### config.mk
export PLATFORM = sky130hd
export DESIGN_NAME = sss_hit_tree
export DESIGN_NICKNAME = d
export VERILOG_FILES = /design/src/hdl/sss_pkg.sv /design/src/hdl/sss_hit_tree.sv
export SDC_FILE = /design/constraint.sdc
export NUM_CORES = 1
export LEC_CHECK = 0
export BUFFER_PORTS_ARGS = -buffer_cell sky130_fd_sc_hd__buf_2
export CORE_AREA = 2 2 101 103
export DETAILED_ROUTE_END_ITERATION = 6
export DIE_AREA = 0 0 103 105
export REMOVE_ABC_BUFFERS = 1
export SLEW_MARGIN = 20
export SYNTH_ARGS = -nofsm -noshare
export SYNTH_HDL_FRONTEND = slang
export SYNTH_SLANG_ARGS = --single-unit
### constraint.sdc
create_clock -name clk -period 1.4 [get_ports clk]
set_input_delay 0.14 -clock clk [delete_from_list [all_inputs] [get_ports clk]]
set_output_delay 0.14 -clock clk [all_outputs]
set_load 0.005 [all_outputs]
### src/hdl/sss_pkg.sv
// ---------------------------------------------------------------------------
// sss_pkg - shared definitions for the sorted set store
// Capacity, derived widths, operation and status codes, cell control type.
// ---------------------------------------------------------------------------
package sss_pkg;

	localparam int SET_CAPACITY = 256;
	localparam int ID_W         = 31;
	localparam int SIZE_W       = 9;
	localparam int CNT_W        = $clog2(SET_CAPACITY + 1);

	// hit reduction: registered OR per group, then one final OR
	localparam int GRP_SIZE = 16;
	localparam int NGRP     = (SET_CAPACITY + GRP_SIZE - 1) / GRP_SIZE;

	localparam logic [1:0] FN_QUERY  = 2'd0;
	localparam logic [1:0] FN_INSERT = 2'd1;
	localparam logic [1:0] FN_DELETE = 2'd2;

	localparam logic [1:0] ST_DONE      = 2'd0;
	localparam logic [1:0] ST_NOT_FOUND = 2'd1;
	localparam logic [1:0] ST_FULL      = 2'd2;

	typedef struct packed {
		logic cmp;  // capture equality flag
		logic ins;  // shift right toward the tail, open slot for key
		logic del;  // shift left over the first matching entry
	} cell_ctl_t;

endpackage

### src/hdl/sss_hit_tree.sv
// ---------------------------------------------------------------------------
// sss_hit_tree - registered OR reduction of the per-cell match flags
// One register level of group ORs, then a narrow final OR.
// ---------------------------------------------------------------------------
module sss_hit_tree (
	input  logic                              clk,
	input  logic                              arst_n,
	input  logic                              load,
	input  logic [sss_pkg::SET_CAPACITY-1:0]  hits,
	output logic                              any_hit
);

	localparam int PAD_W = sss_pkg::NGRP * sss_pkg::GRP_SIZE;

	logic [PAD_W-1:0]         hits_pad;
	logic [sss_pkg::NGRP-1:0] grp_or;
	logic [sss_pkg::NGRP-1:0] grp_q;

	assign hits_pad = PAD_W'(hits);

	always_comb begin
		for (int g = 0; g < sss_pkg::NGRP; g++) begin
			grp_or[g] = |hits_pad[g*sss_pkg::GRP_SIZE +: sss_pkg::GRP_SIZE];
		end
	end

	always_ff @(posedge clk or negedge arst_n) begin
		if (!arst_n) begin
			grp_q <= '0;
		end else if (load) begin
			grp_q <= grp_or;
		end
	end

	assign any_hit = |grp_q;

endmodule
# After elaboration in Yosys (flattened, before gate mapping)
# Index checks and enable logic that the tools add are counted.
[totals]
regBits = 16
latch_bits = 0
mem_bits_rw = 0
mem_bits_ro = 0
inputBits = 259
out_inout_bits = 1
elab_cells = 18
memories = 0
[op_classes]
addsub = 0
n_mul = 0
n_div = 0
order_cmp = 0
eq_ne = 0
n_shift = 0
mux = 0
n_bitwise = 0
reduce_logical = 17
[op_table]
columns = ["operator", "count"]
rows = [
  ["$reduce_or A16 Y1", 17],
]

# Logic depth before layout (Yosys ltp)
[depth]
ltp_word = 1
ltp_mapped = 4
mapped_depth_nobuf = 3

# Worst setup path after synthesis
# No wires, ideal clock.
[synth_timing]
path_kind = "input to register"
startpoint = "in hits[10] in the netlist's numbering"
endpoint = "reg grp_q[0] in the netlist's numbering"
setup_time_ns = 0.126
arrival_ns = 0.770
required_ns = 1.274
setup_slack_ns = 0.504
cell_stages = 3
path_buffers = 0
cell_sequence = "nor4_1 > nand4_1 > o32a_1"
[synth_between]
elab_chain_cells = 1
[synth_rtl]
columns = ["item", "line", "source"]
rows = [
  ["start: declaration", "sss_hit_tree.sv:9", "input logic [sss_pkg::SET_CAPACITY-1:0] hits,"],
  ["$reduce_or A16 Y1", "sss_hit_tree.sv:23", "grp_or[g] = |hits_pad[g*sss_pkg::GRP_SIZE +: sss_pkg::GRP_SIZE];"],
  ["end signal: assignment", "sss_hit_tree.sv:31", "grp_q <= grp_or;"],
  ["end: declaration", "sss_hit_tree.sv:17", "logic [sss_pkg::NGRP-1:0] grp_q;"],
]
# Every way passes these cells.
# A chain may end at the register's enable or synchronous reset.

# Final worst setup path
[layout_timing]
startpoint = "reg grp_q[2] in the netlist's numbering"
endpoint = "out any_hit"
[layout_between]
elab_chain_cells = 1
[layout_rtl]
columns = ["item", "line", "source"]
rows = [
  ["$reduce_or A16 Y1", "sss_hit_tree.sv:35", "assign any_hit = |grp_q;"],
  ["end: declaration", "sss_hit_tree.sv:10", "output logic any_hit"],
]
# Every way passes these cells.

==> metrics <==
ys async rst share 100%; antenna viol nets, final 0; Vias/cell about 4.2; mux share of post-synthesis cell area 0%; cell with the most instances after synthesis nor4_1; Largest regs grp_q (16); Worst R2R Setup Slack approximately 550 ps; Max-cap violations 0; antenna cells 0; Cell Area, Placed between 2000 and 3000 um2; initial antenna violation count 0; stages on the worst setup path 4; IO Pins 260; leading area contributor after synthesis dfrtp_1; clock root buffer master clkbuf_8; Max FO, Critical Path 2; fin nets between 600 and 700; CP max stage delay between 400 and 500 ps; Max Freq roughly 690 MHz; share of the synthesized area in the top cell type ~29%; Clock Latency Late Sink ~250 ps; GRT Util Overall 12.5%; Synth Instances ~140; Hold Fails Final Rpt 0; core area 9640 um2; xor and xnor area share after synthesis 0%; fin cells roughly 540; Initial Utilization 14.5%; Netlist Area Pre-Place between 1000 and 1500 um2; first-pass GRT wire length 10600 um; Critical Path Start grp_q[2]; PwrDens around 450 nW/um2; Reg2Reg Launch Point grp_q[2]; clock sinks 16; Routed WL per cell 13.1 um; max-slew violation count 0; Clk pin slew, worst setup/hold paths ~70 ps; final setup margin -56.4 ps; EDFF count, synth 0; fill cell count 1072; Primary FF master, synth dfrtp_1; run status finished, violations left; CP endpoint any_hit; slowest cell on the critical path dfrtp_1; die area 10800 um2; CP Class flip-flop to primary output; drt pass-1 iters 2; die width around 100 um; PortBufs 259; WP data required 1260 ps; Least-Margin Pin Slew ~460 ps; residual DRC count 0; Period minus WS final 1460 ps; starting DRC count in detailed routing 40; CTS buffer count 3; H-tree depth 1; die height about 110 um; depth of the worst register-to-register path 2; Pleak around 1.4 nW; Final Cell Area roughly 3000 um2; failing checks setup timing; WHS 132 ps; vias in the first global route 2356; RePlAce Congestion approximately 0.74; GRT overflow 0; largest cells by area after synthesis dfrtp_1 29%, nor4b_4 22%, nor4_1 17%; top cell family by delay on the critical path flip-flops; placed cell count 530; adder-cell share of the synthesized area 0%; library cells used by synthesis 12; Compound-Gate Fraction of Synth Area 10.1%; Hold WC Path Type input pin to flip-flop; Reg-to-Reg End grp_q[2]; power consumption between 1 and 1.5 mW; critical path cell sequence nor4_4 > buf_4 > nand4_1 > buf_2; Top reg by flops grp_q; largest net degree at the start of global routing 17; crit share post-route 104%; post-synthesis average cell area approximately 10 um2; setup slack at placement -44.3 ps; most instantiated cells after synthesis 37 x nor4_1, 17 x nand4_1, 16 x dfrtp_1, 16 x nor2_1; Seq cells post-synth 16; VDD IR-drop max between 0.0002 and 0.0003 V; CP startpoint kind flip-flop; clk_skew 0 ps; layout cells sized above 1 70.1%; TritonCTS clock tree built; via count ~2200; final setup vio count 1; final core utilization a little under a third; relative slew slack slightly below 70%; row cnt 36; Worst setup EP type primary output; WP data arrival between 1000 and 1500 ps; Max clock buf depth 2; Largest register FFs 16; sequential cell area fraction in the yosys report about 29%; Worst Path Buf+Inv 2; Yosys warning count 0; largest family of logic cells by synthesized area simple AND/OR/NAND/NOR gates; setup TNS -56.4 ps; synth-to-layout area growth 112%; RSZ-0062 raised after global routing true; final wirelength between 7000 and 8000 um; Detailed Place HPWL 6370 um; Post-Synth Simple-Gate Area 59.2%
-- repair_timing --
action / CTS / global route
pin swaps: 2 / 1
buffers inserted: 0 / 1
resized for setup: 2 / 0
endpoints found under the setup margin: 1 / 1
hold endpoints to repair: 16 / 0
hold buffers: 1 / 0
-- layout by cell type, fill, tap and decap left out, drive strengths merged --
master and instances:
nand4 17, or2b 1, nor4 37, nor2 16, nor4b 15, or3 15, clkbuf 3, buf 265
o22a 15, dfrtp 16, o32a 1, dlygate4sd3 1
-- final cells by class --
cell class              count  area, um2  area share [%]
repair buffers            266       1360            46.2
multi-input cells         117        982            33.2
flip-flops and latches     16        400            13.6
well taps                 133        166            5.63
clock buffers               3       41.3            1.40
-- routing by layer --
layer / vias to the layer above / routed length [um] / share of wire [%] / track usage (%)
li1: 1128 / - / - / -
met1: 979 / 2580 / 37 / 13.4
met2: 137 / 3720 / 53 / 24.5
met3: 2 / 669 / 9.5 / 2.68
met4: 0 / 44 / 0.63 / 2.35
met5: - / 0 / 0 / 0
-- kinds of logic (layout without fill, tap and decap cells) --
group	after synthesis	after routing
simple gates	101	101
compound gates	16	16
flops	16	16
buf+inv	3	269
-- worst reg2reg max path, delay by kind of cell (launching register included) --
family	cells	cell delay [ps]
flip-flops	1	410
AO/OA/AOI/OAI	1	190
buffers and inverters	1	140
-- power by group --
part / total, mW / internal, mW / switching [mW]
sequential: 0.462 / 0.462 / 0.00000933
combinational: 0.509 / 0.321 / 0.188
clock: 0.360 / 0.191 / 0.169
total: 1.33 / 0.974 / 0.358
-- worst min path at each step --
| stage | start | end | cells after the start | slack, ps |
|---|---|---|---|---|
| after floorplan | arst_n | grp_q[0] | 0 | -160 |
| after global placement | arst_n | grp_q[12] | 1 | 100 |
| after detailed placement | arst_n | grp_q[12] | 1 | 110 |
| after CTS | hits[14] | grp_q[0] | 2 | 120 |
| after global routing | hits[14] | grp_q[0] | 2 | 140 |
| final | hits[14] | grp_q[0] | 2 | 130 |
No activity file was read; power rests on OpenSTA's default activity.
