### config.mk
export PLATFORM = sky130hd
export DESIGN_NAME = sss_cell
export DESIGN_NICKNAME = d
export VERILOG_FILES = /design/src/hdl/sss_pkg.sv /design/src/hdl/sss_cell.sv
export SDC_FILE = /design/constraint.sdc
export NUM_CORES = 1
export LEC_CHECK = 0
export BUFFER_PORTS_ARGS = -buffer_cell sky130_fd_sc_hd__buf_2
export CAP_MARGIN = 10
export CORE_MARGIN = 5
export CORE_UTILIZATION = 25
export DETAILED_ROUTE_END_ITERATION = 6
export PLACE_DENSITY = 0.47
export SETUP_SLACK_MARGIN = 0.5
export SLEW_MARGIN = 20
export SYNTH_ARGS = -nofsm -noshare
export SYNTH_HDL_FRONTEND = slang
export SYNTH_SLANG_ARGS = --single-unit
### constraint.sdc
create_clock -name clk -period 4 [get_ports clk]
set_input_delay 0.2 -clock clk [delete_from_list [all_inputs] [get_ports clk]]
set_output_delay 0.2 -clock clk [all_outputs]
set_load 0.005 [all_outputs]
### src/hdl/sss_pkg.sv
// ---------------------------------------------------------------------------
// sss_pkg - shared definitions for the sorted set store
// Capacity, derived widths, operation and status codes, cell control type.
// ---------------------------------------------------------------------------
package sss_pkg;

	localparam int SET_CAPACITY = 256;
	localparam int ID_W         = 31;
	localparam int SIZE_W       = 9;
	localparam int CNT_W        = $clog2(SET_CAPACITY + 1);

	// hit reduction: registered OR per group, then one final OR
	localparam int GRP_SIZE = 16;
	localparam int NGRP     = (SET_CAPACITY + GRP_SIZE - 1) / GRP_SIZE;

	localparam logic [1:0] FN_QUERY  = 2'd0;
	localparam logic [1:0] FN_INSERT = 2'd1;
	localparam logic [1:0] FN_DELETE = 2'd2;

	localparam logic [1:0] ST_DONE      = 2'd0;
	localparam logic [1:0] ST_NOT_FOUND = 2'd1;
	localparam logic [1:0] ST_FULL      = 2'd2;

	typedef struct packed {
		logic cmp;  // capture equality flag
		logic ins;  // shift right toward the tail, open slot for key
		logic del;  // shift left over the first matching entry
	} cell_ctl_t;

endpackage

### src/hdl/sss_cell.sv
// ---------------------------------------------------------------------------
// sss_cell - one slot of the sorted register chain
// Holds one entry, compares it with the broadcast key, shifts with neighbors.
// ---------------------------------------------------------------------------
module sss_cell (
	input  logic                       clk,
	input  logic                       arst_n,
	input  sss_pkg::cell_ctl_t         ctl,
	input  logic [sss_pkg::ID_W-1:0]   key,
	input  logic                       valid,
	input  logic                       left_gtx,
	input  logic [sss_pkg::ID_W-1:0]   left_entry,
	input  logic [sss_pkg::ID_W-1:0]   right_entry,
	output logic [sss_pkg::ID_W-1:0]   entry,
	output logic                       gtx,
	output logic                       hit
);

	logic [sss_pkg::ID_W-1:0] entry_q;
	logic                     hit_q;
	logic                     ge;
	logic                     eq;

	// empty slots count as larger than any key
	assign gtx = !valid || (entry_q > key);
	assign ge  = valid && (entry_q >= key);
	assign eq  = valid && (entry_q == key);

	always_ff @(posedge clk) begin
		if (ctl.ins && gtx) begin
			entry_q <= left_gtx ? left_entry : key;
		end else if (ctl.del && ge) begin
			entry_q <= right_entry;
		end
	end

	always_ff @(posedge clk or negedge arst_n) begin
		if (!arst_n) begin
			hit_q <= 1'b0;
		end else if (ctl.cmp) begin
			hit_q <= eq;
		end
	end

	assign entry = entry_q;
	assign hit   = hit_q;

endmodule

## Yosys cells after proc, flatten, opt, wreduce, memory -nomap -nowiden

Index checks and enable logic that the tools add are counted.

| word-level totals | value |
|---|---|
| bits of input ports | 100 |
| register bits after elaboration | 32 |
| output and inout bits | 33 |
| word-level logic and storage cells | 15 |

| cells by class | value |
|---|---|
| reductions and logical operators | 7 |
| equality and inequality tests | 1 |
| $lt $le $gt $ge | 2 |
| muxes and demuxes | 3 |

Operators by type and width:

| operator | count |
|---|---|
| 31-bit two-way mux | 3 |
| 31-bit == test | 1 |
| 31-bit greater-or-equal comparator | 1 |
| 31-bit > comparator | 1 |
| 1-bit logical AND | 4 |
| 2-bit nonzero test | 1 |
| 1-bit zero test | 1 |
| 1-bit logical OR | 1 |

## Longest topological paths before layout

| logic depth | value |
|---|---|
| depth in word-level cells | 5 |
| gate-level depth with buffers | 10 |
| gate-level depth less buffers | 8 |

## Worst setup path after synthesis

OpenSTA, ideal clock, no wires.

| timing path | value |
|---|---|
| path type | reg-to-reg |
| start point | register entry_q, in the netlist entry[30] |
| end point | register entry_q, in the netlist entry[0] (enable) |
| library setup time | 0.430 ns |
| data required time | 3.570 ns |
| path buffers | 2 |
| clock period less this slack | 3.783 ns |
| path slack | 0.217 ns |
| stages on the path, launching flop included | 9 |
| arrival | 3.354 ns |
| cells stage by stage | edfxtp_1 ha_1 nand4_2 nor4_2 o41a_1 buf_6 buf_6 o31ai_1 a21oi_1 |

| between the ends | value |
|---|---|
| cells in the longest elaborated chain, start to end | 4 |
| elaborated cells on any way between the ends | 7 |
| those cells by class | order compare: 2; reduce/logical: 5 |

RTL lines:

| what | RTL line | text |
|---|---|---|
| start, declared | sss_cell.sv:19 | `logic [sss_pkg::ID_W-1:0] entry_q;` |
| start signal, assigned | sss_cell.sv:31 | `entry_q <= left_gtx ? left_entry : key;` |
| start signal, assigned | sss_cell.sv:33 | `entry_q <= right_entry;` |
| 31-bit > comparator / 31-bit greater-or-equal comparator (equally long branches) | sss_cell.sv:25, sss_cell.sv:26 |  |
| 1-bit logical OR / 1-bit logical AND (equally long branches) | sss_cell.sv:25, sss_cell.sv:26 |  |
| 1-bit logical AND, on equally long branches | sss_cell.sv:30, sss_cell.sv:32 |  |
| 2-bit nonzero test (no source line) * | - |  |

Mark *: on every way between the ends. The rest lies on a longest branch, timed or not.
A chain may end at the register's enable or synchronous reset.

## Worst setup path after layout

| timing path | value |
|---|---|
| start point | register entry_q, in the netlist entry[30] |
| end point | output gtx |

| between the ends | value |
|---|---|
| cells in the longest elaborated chain, start to end | 2 |

RTL lines:

| what | RTL line | text |
|---|---|---|
| 31-bit > comparator | sss_cell.sv:25 | `assign gtx = !valid \|\| (entry_q > key);` |
| 1-bit logical OR | sss_cell.sv:25 |  |
| end, declared | sss_cell.sv:15 | `output logic gtx,` |

Every way passes these cells.

==> results <==
- The run finished with clean final reports.
- The number of library cell types mapped by synthesis is 38.
- In the routed design, unresolved DRC markers number 0.
- The highest clock rate is 317 MHz.
- The die is 132 µm wide.
- Yosys attributes the largest share of cell area to edfxtp_1 25%, nor4b_2 13%, ha_1 11%.
- For this design the static power due to leakage is 1.96 nW.
- Counting instances, the worst hold path has a depth of 2.
- The die span in y is 132 µm.
- The remaining number of nets flagged by the antenna check after routing is 0.
- Global routing used 13.4% of the available tracks.
- The critical path data required time is 3800 ps.
- The number of placed instances with taps included is 661.
- The cell sitting at the root of the clock tree is a clkbuf_16.
- The mapped cell area is 3690 µm².
- The number of global-route vias before repair is 3635.
- In this run the count of I/O pins placed on the die edge is 133.
- The number of cell rows is 44.
- The clock network fraction of total power is 26.9%.
- The analysis attributes to net switching a power of 0.471 mW.
- The nature of the critical path startpoint is a flop.
- The number of H-tree branching levels is 2.
- For this block, the initial DRC count from the detailed router was 176.
- In this run the mean area of a mapped cell was 9.87 µm².
- The layout cell share with drive strength beyond 1 is 42.9%.
- The most used flip-flop cell after synthesis is edfxtp_1.
- The share of power burned in registers is 33.6%.
- The data arrival time of the critical path is 2950 ps.
- The maximum net fanout on the critical path is 63.
- The die covers 17300 µm².
- Clock-pin slew was measured on the worst setup and hold paths at 50 ps.
- Combinational logic is responsible for 39.5% of the overall power.
- The number of cells upsized or downsized after cts is 0.
- The cell type with the largest total area after synthesis is edfxtp_1.
- The total power density per cell area is 298 nW/µm².
- The worst-case headroom to the max-slew limit is 33.7%.
- Input and output buffers added on the ports amount to 132.
- In this run switching power makes up 34.1% of total power.
- Post-CTS timing repair inserted 0 buffers for setup.
- The path class of the lowest-slack min-delay path is input pin to flop.
- The detailed router placed 3415 vias in this run.
- The number of synthesized register bits is 32.
- The worst register-to-register path has a depth of 7.
- The sum of negative setup slack is 0 ps.
- After clock tree synthesis, the flow added hold-fix buffers numbering 1.
- Dividing the final minimum period by the clock period gives 78.8%.
- The area growth from synthesis to layout is 25.6%.
- The number of non-filler instances in the completed layout is 671.
- At the end of the flow, the number of nets in the layout was 617.
- The worst vdd rail ir drop is 163 µV.
- The initial utilization of the core area, before any placement, comes to 25.4%.
- Of the synthesized area, sequential elements account for 25.9%.
- Setup violations remaining at the end of the flow were counted as 0.
- For this run, the slowest stage of the critical path takes 680 ps.
- The number of clock buffers added by TritonCTS is 5.
- nand2_1 is the most common cell in the netlist.
- The first-pass GRT wire length is 19200 µm.
- Synthesis produced a netlist with a net count of 505.
- The worst setup path is of the flop to output port kind.
- The initial antenna violation count is 1.
- The half-perimeter wire length of the detailed placement result is 8740 µm.
- The antenna diode instance count is 0.
- The first detailed-routing pass ran for 4 iterations.
- Setup repair after global routing left no endpoint under its margin.
- After global routing the overflow that remains totals 0.
- Dividing the detail-routed wire length by the instance count gives 17.8 µm.
- The final-report hold violation count is 0.
- On the critical path, the stage with the largest delay is an instance of buf_4.
- The async set-reset flop share out of synthesis is 3.13%.
- Across the run, the number of max-cap violations was 0.
- The number of pins with negative max-slew slack in the final report is 0.
- The minimum clock period after layout is 3150 ps.
- Routability-driven placement finished with a final weighted congestion of 0.777.
- After synthesis, the largest area contributor takes up 25.2% of total cell area.
- The final layout contains routed wiring with a total length of 12000 µm.
- The largest net degree at the start of global routing is 64.
- The kind of end point of the critical path is an output port.
- At the pin with the least slew margin, the transition time is 994 ps.
- The later pin in the worst-skew pair is clocked with a latency of 270 ps.
- Yosys printed 0 warnings.
- The total number of clock tree sinks is 32.
- The signal on the critical path passes through ha_1, nand4_2, nor4_2, o41a_2, buf_4, o21ai_0, nand2_1, buf_2.
- At the end of the flow the core is filled with cells to 31.9%.
- The number of buffers on the longest clock path is 2.
- Cell internal power was estimated by the tool at 0.909 mW.
- The average vias per placed instance is 5.09.
- The clock arrives with 3.42 ps of skew.
- The cell count after synthesis is 374.
- By count the netlist is led by 38 x nand2_1, 34 x o21ai_0, 32 x inv_1.
- The count of flip-flops with a built-in enable after synthesis is 31.
- The TritonCTS clock tree is built.
- The standard cell core area is 14500 µm².
worst paths after layout:
kind                       startpoint        end  slack (ps)
setup reg to reg            entry[30]  entry[15]        1070
max in group asynchronous      arst_n        hit        3690
min in group asynchronous      arst_n        hit         220
setup / recovery            entry[30]        gtx         850
hold reg to reg                   hit        hit         540
hold / removal                 ctl[2]        hit         120
flip-flops by register name (all words and copies together) (netlist names):
register  flops
hit           1
entry        31
kinds of logic (layout without fill, tap and decap cells):
family / Yosys count / in the layout / synth area share, %
buf+inv: 66 / 179 / 8.37
fa+ha+maj: 31 / 31 / 10.5
mux: 31 / 31 / 8.41
simple gates: 122 / 122 / 30.1
flops: 32 / 32 / 25.9
compound gates: 92 / 92 / 16.7
placed cells by master (no fill, tap or decap), drive strengths merged, types with 2 or more instances in the layout:
master	netlist	routed
a21boi	2	2
a21oi	14	14
nor4	3	3
a211oi	2	2
o21ai	37	37
edfxtp	31	31
nand3	3	3
inv	32	32
mux2i	31	31
nor2	4	4
o2111ai	31	31
nor3b	31	31
buf	14	138
nand2	38	38
clkbuf	20	7
nand4	7	7
nor4b	31	31
ha	31	31
cell type report:
type                            instances  area (µm²)
Timing Repair Buffer                  139         736
Clock buffer                            7         133
Sequential cell                        32         956
Clock inverter                          1        3.75
Tap cell                              184         230
Fill cell                            1544        9900
Inverter                               32         120
Multi-Input combinational cell        276        2460
metrics by stage:
stage	setup slack, ps	power [mW]	hold slack, ps	instance area [µm²]
6_report	846	1.38	118	4640
5_1_grt	614	1.47	123	4640
4_1_cts	820	1.39	115	4610
3_5_place_dp	930	1.01	-23.0	4460
3_3_place_gp	963	1.00	-24.9	4460
2_1_floorplan	897	0.807	-95.6	3690
power groups by stage:
stage          clock network (mW)  registers [mW]  logic (mW)
6_report                    0.371           0.463       0.545
5_1_grt                     0.391           0.470       0.611
4_1_cts                     0.381           0.466       0.545
2_1_floorplan                   0           0.472       0.335
3_3_place_gp                    0           0.470       0.531
3_5_place_dp                    0           0.473       0.542
metal layers:
| layer | track usage, % | routed length (µm) | vias to the layer above |
|---|---|---|---|
| met2 | 22.9 | 5760 | 103 |
| met4 | 3.89 | 209 | 2 |
| met3 | 3.29 | 711 | 16 |
| met1 | 16.8 | 5260 | 1627 |
| met5 | 0 | 20 | - |
| li1 | - | - | 1667 |
critical path: cells and delay by family (launching register included):
family	cells	cell delay, ps
adder cells (fa/ha/maj)	1	350
AO/OA/AOI/OAI	2	380
flip-flops	1	400
buffers and inverters	2	800
AND/OR/NAND/NOR	3	730
(Power assumes the default switching activity.)
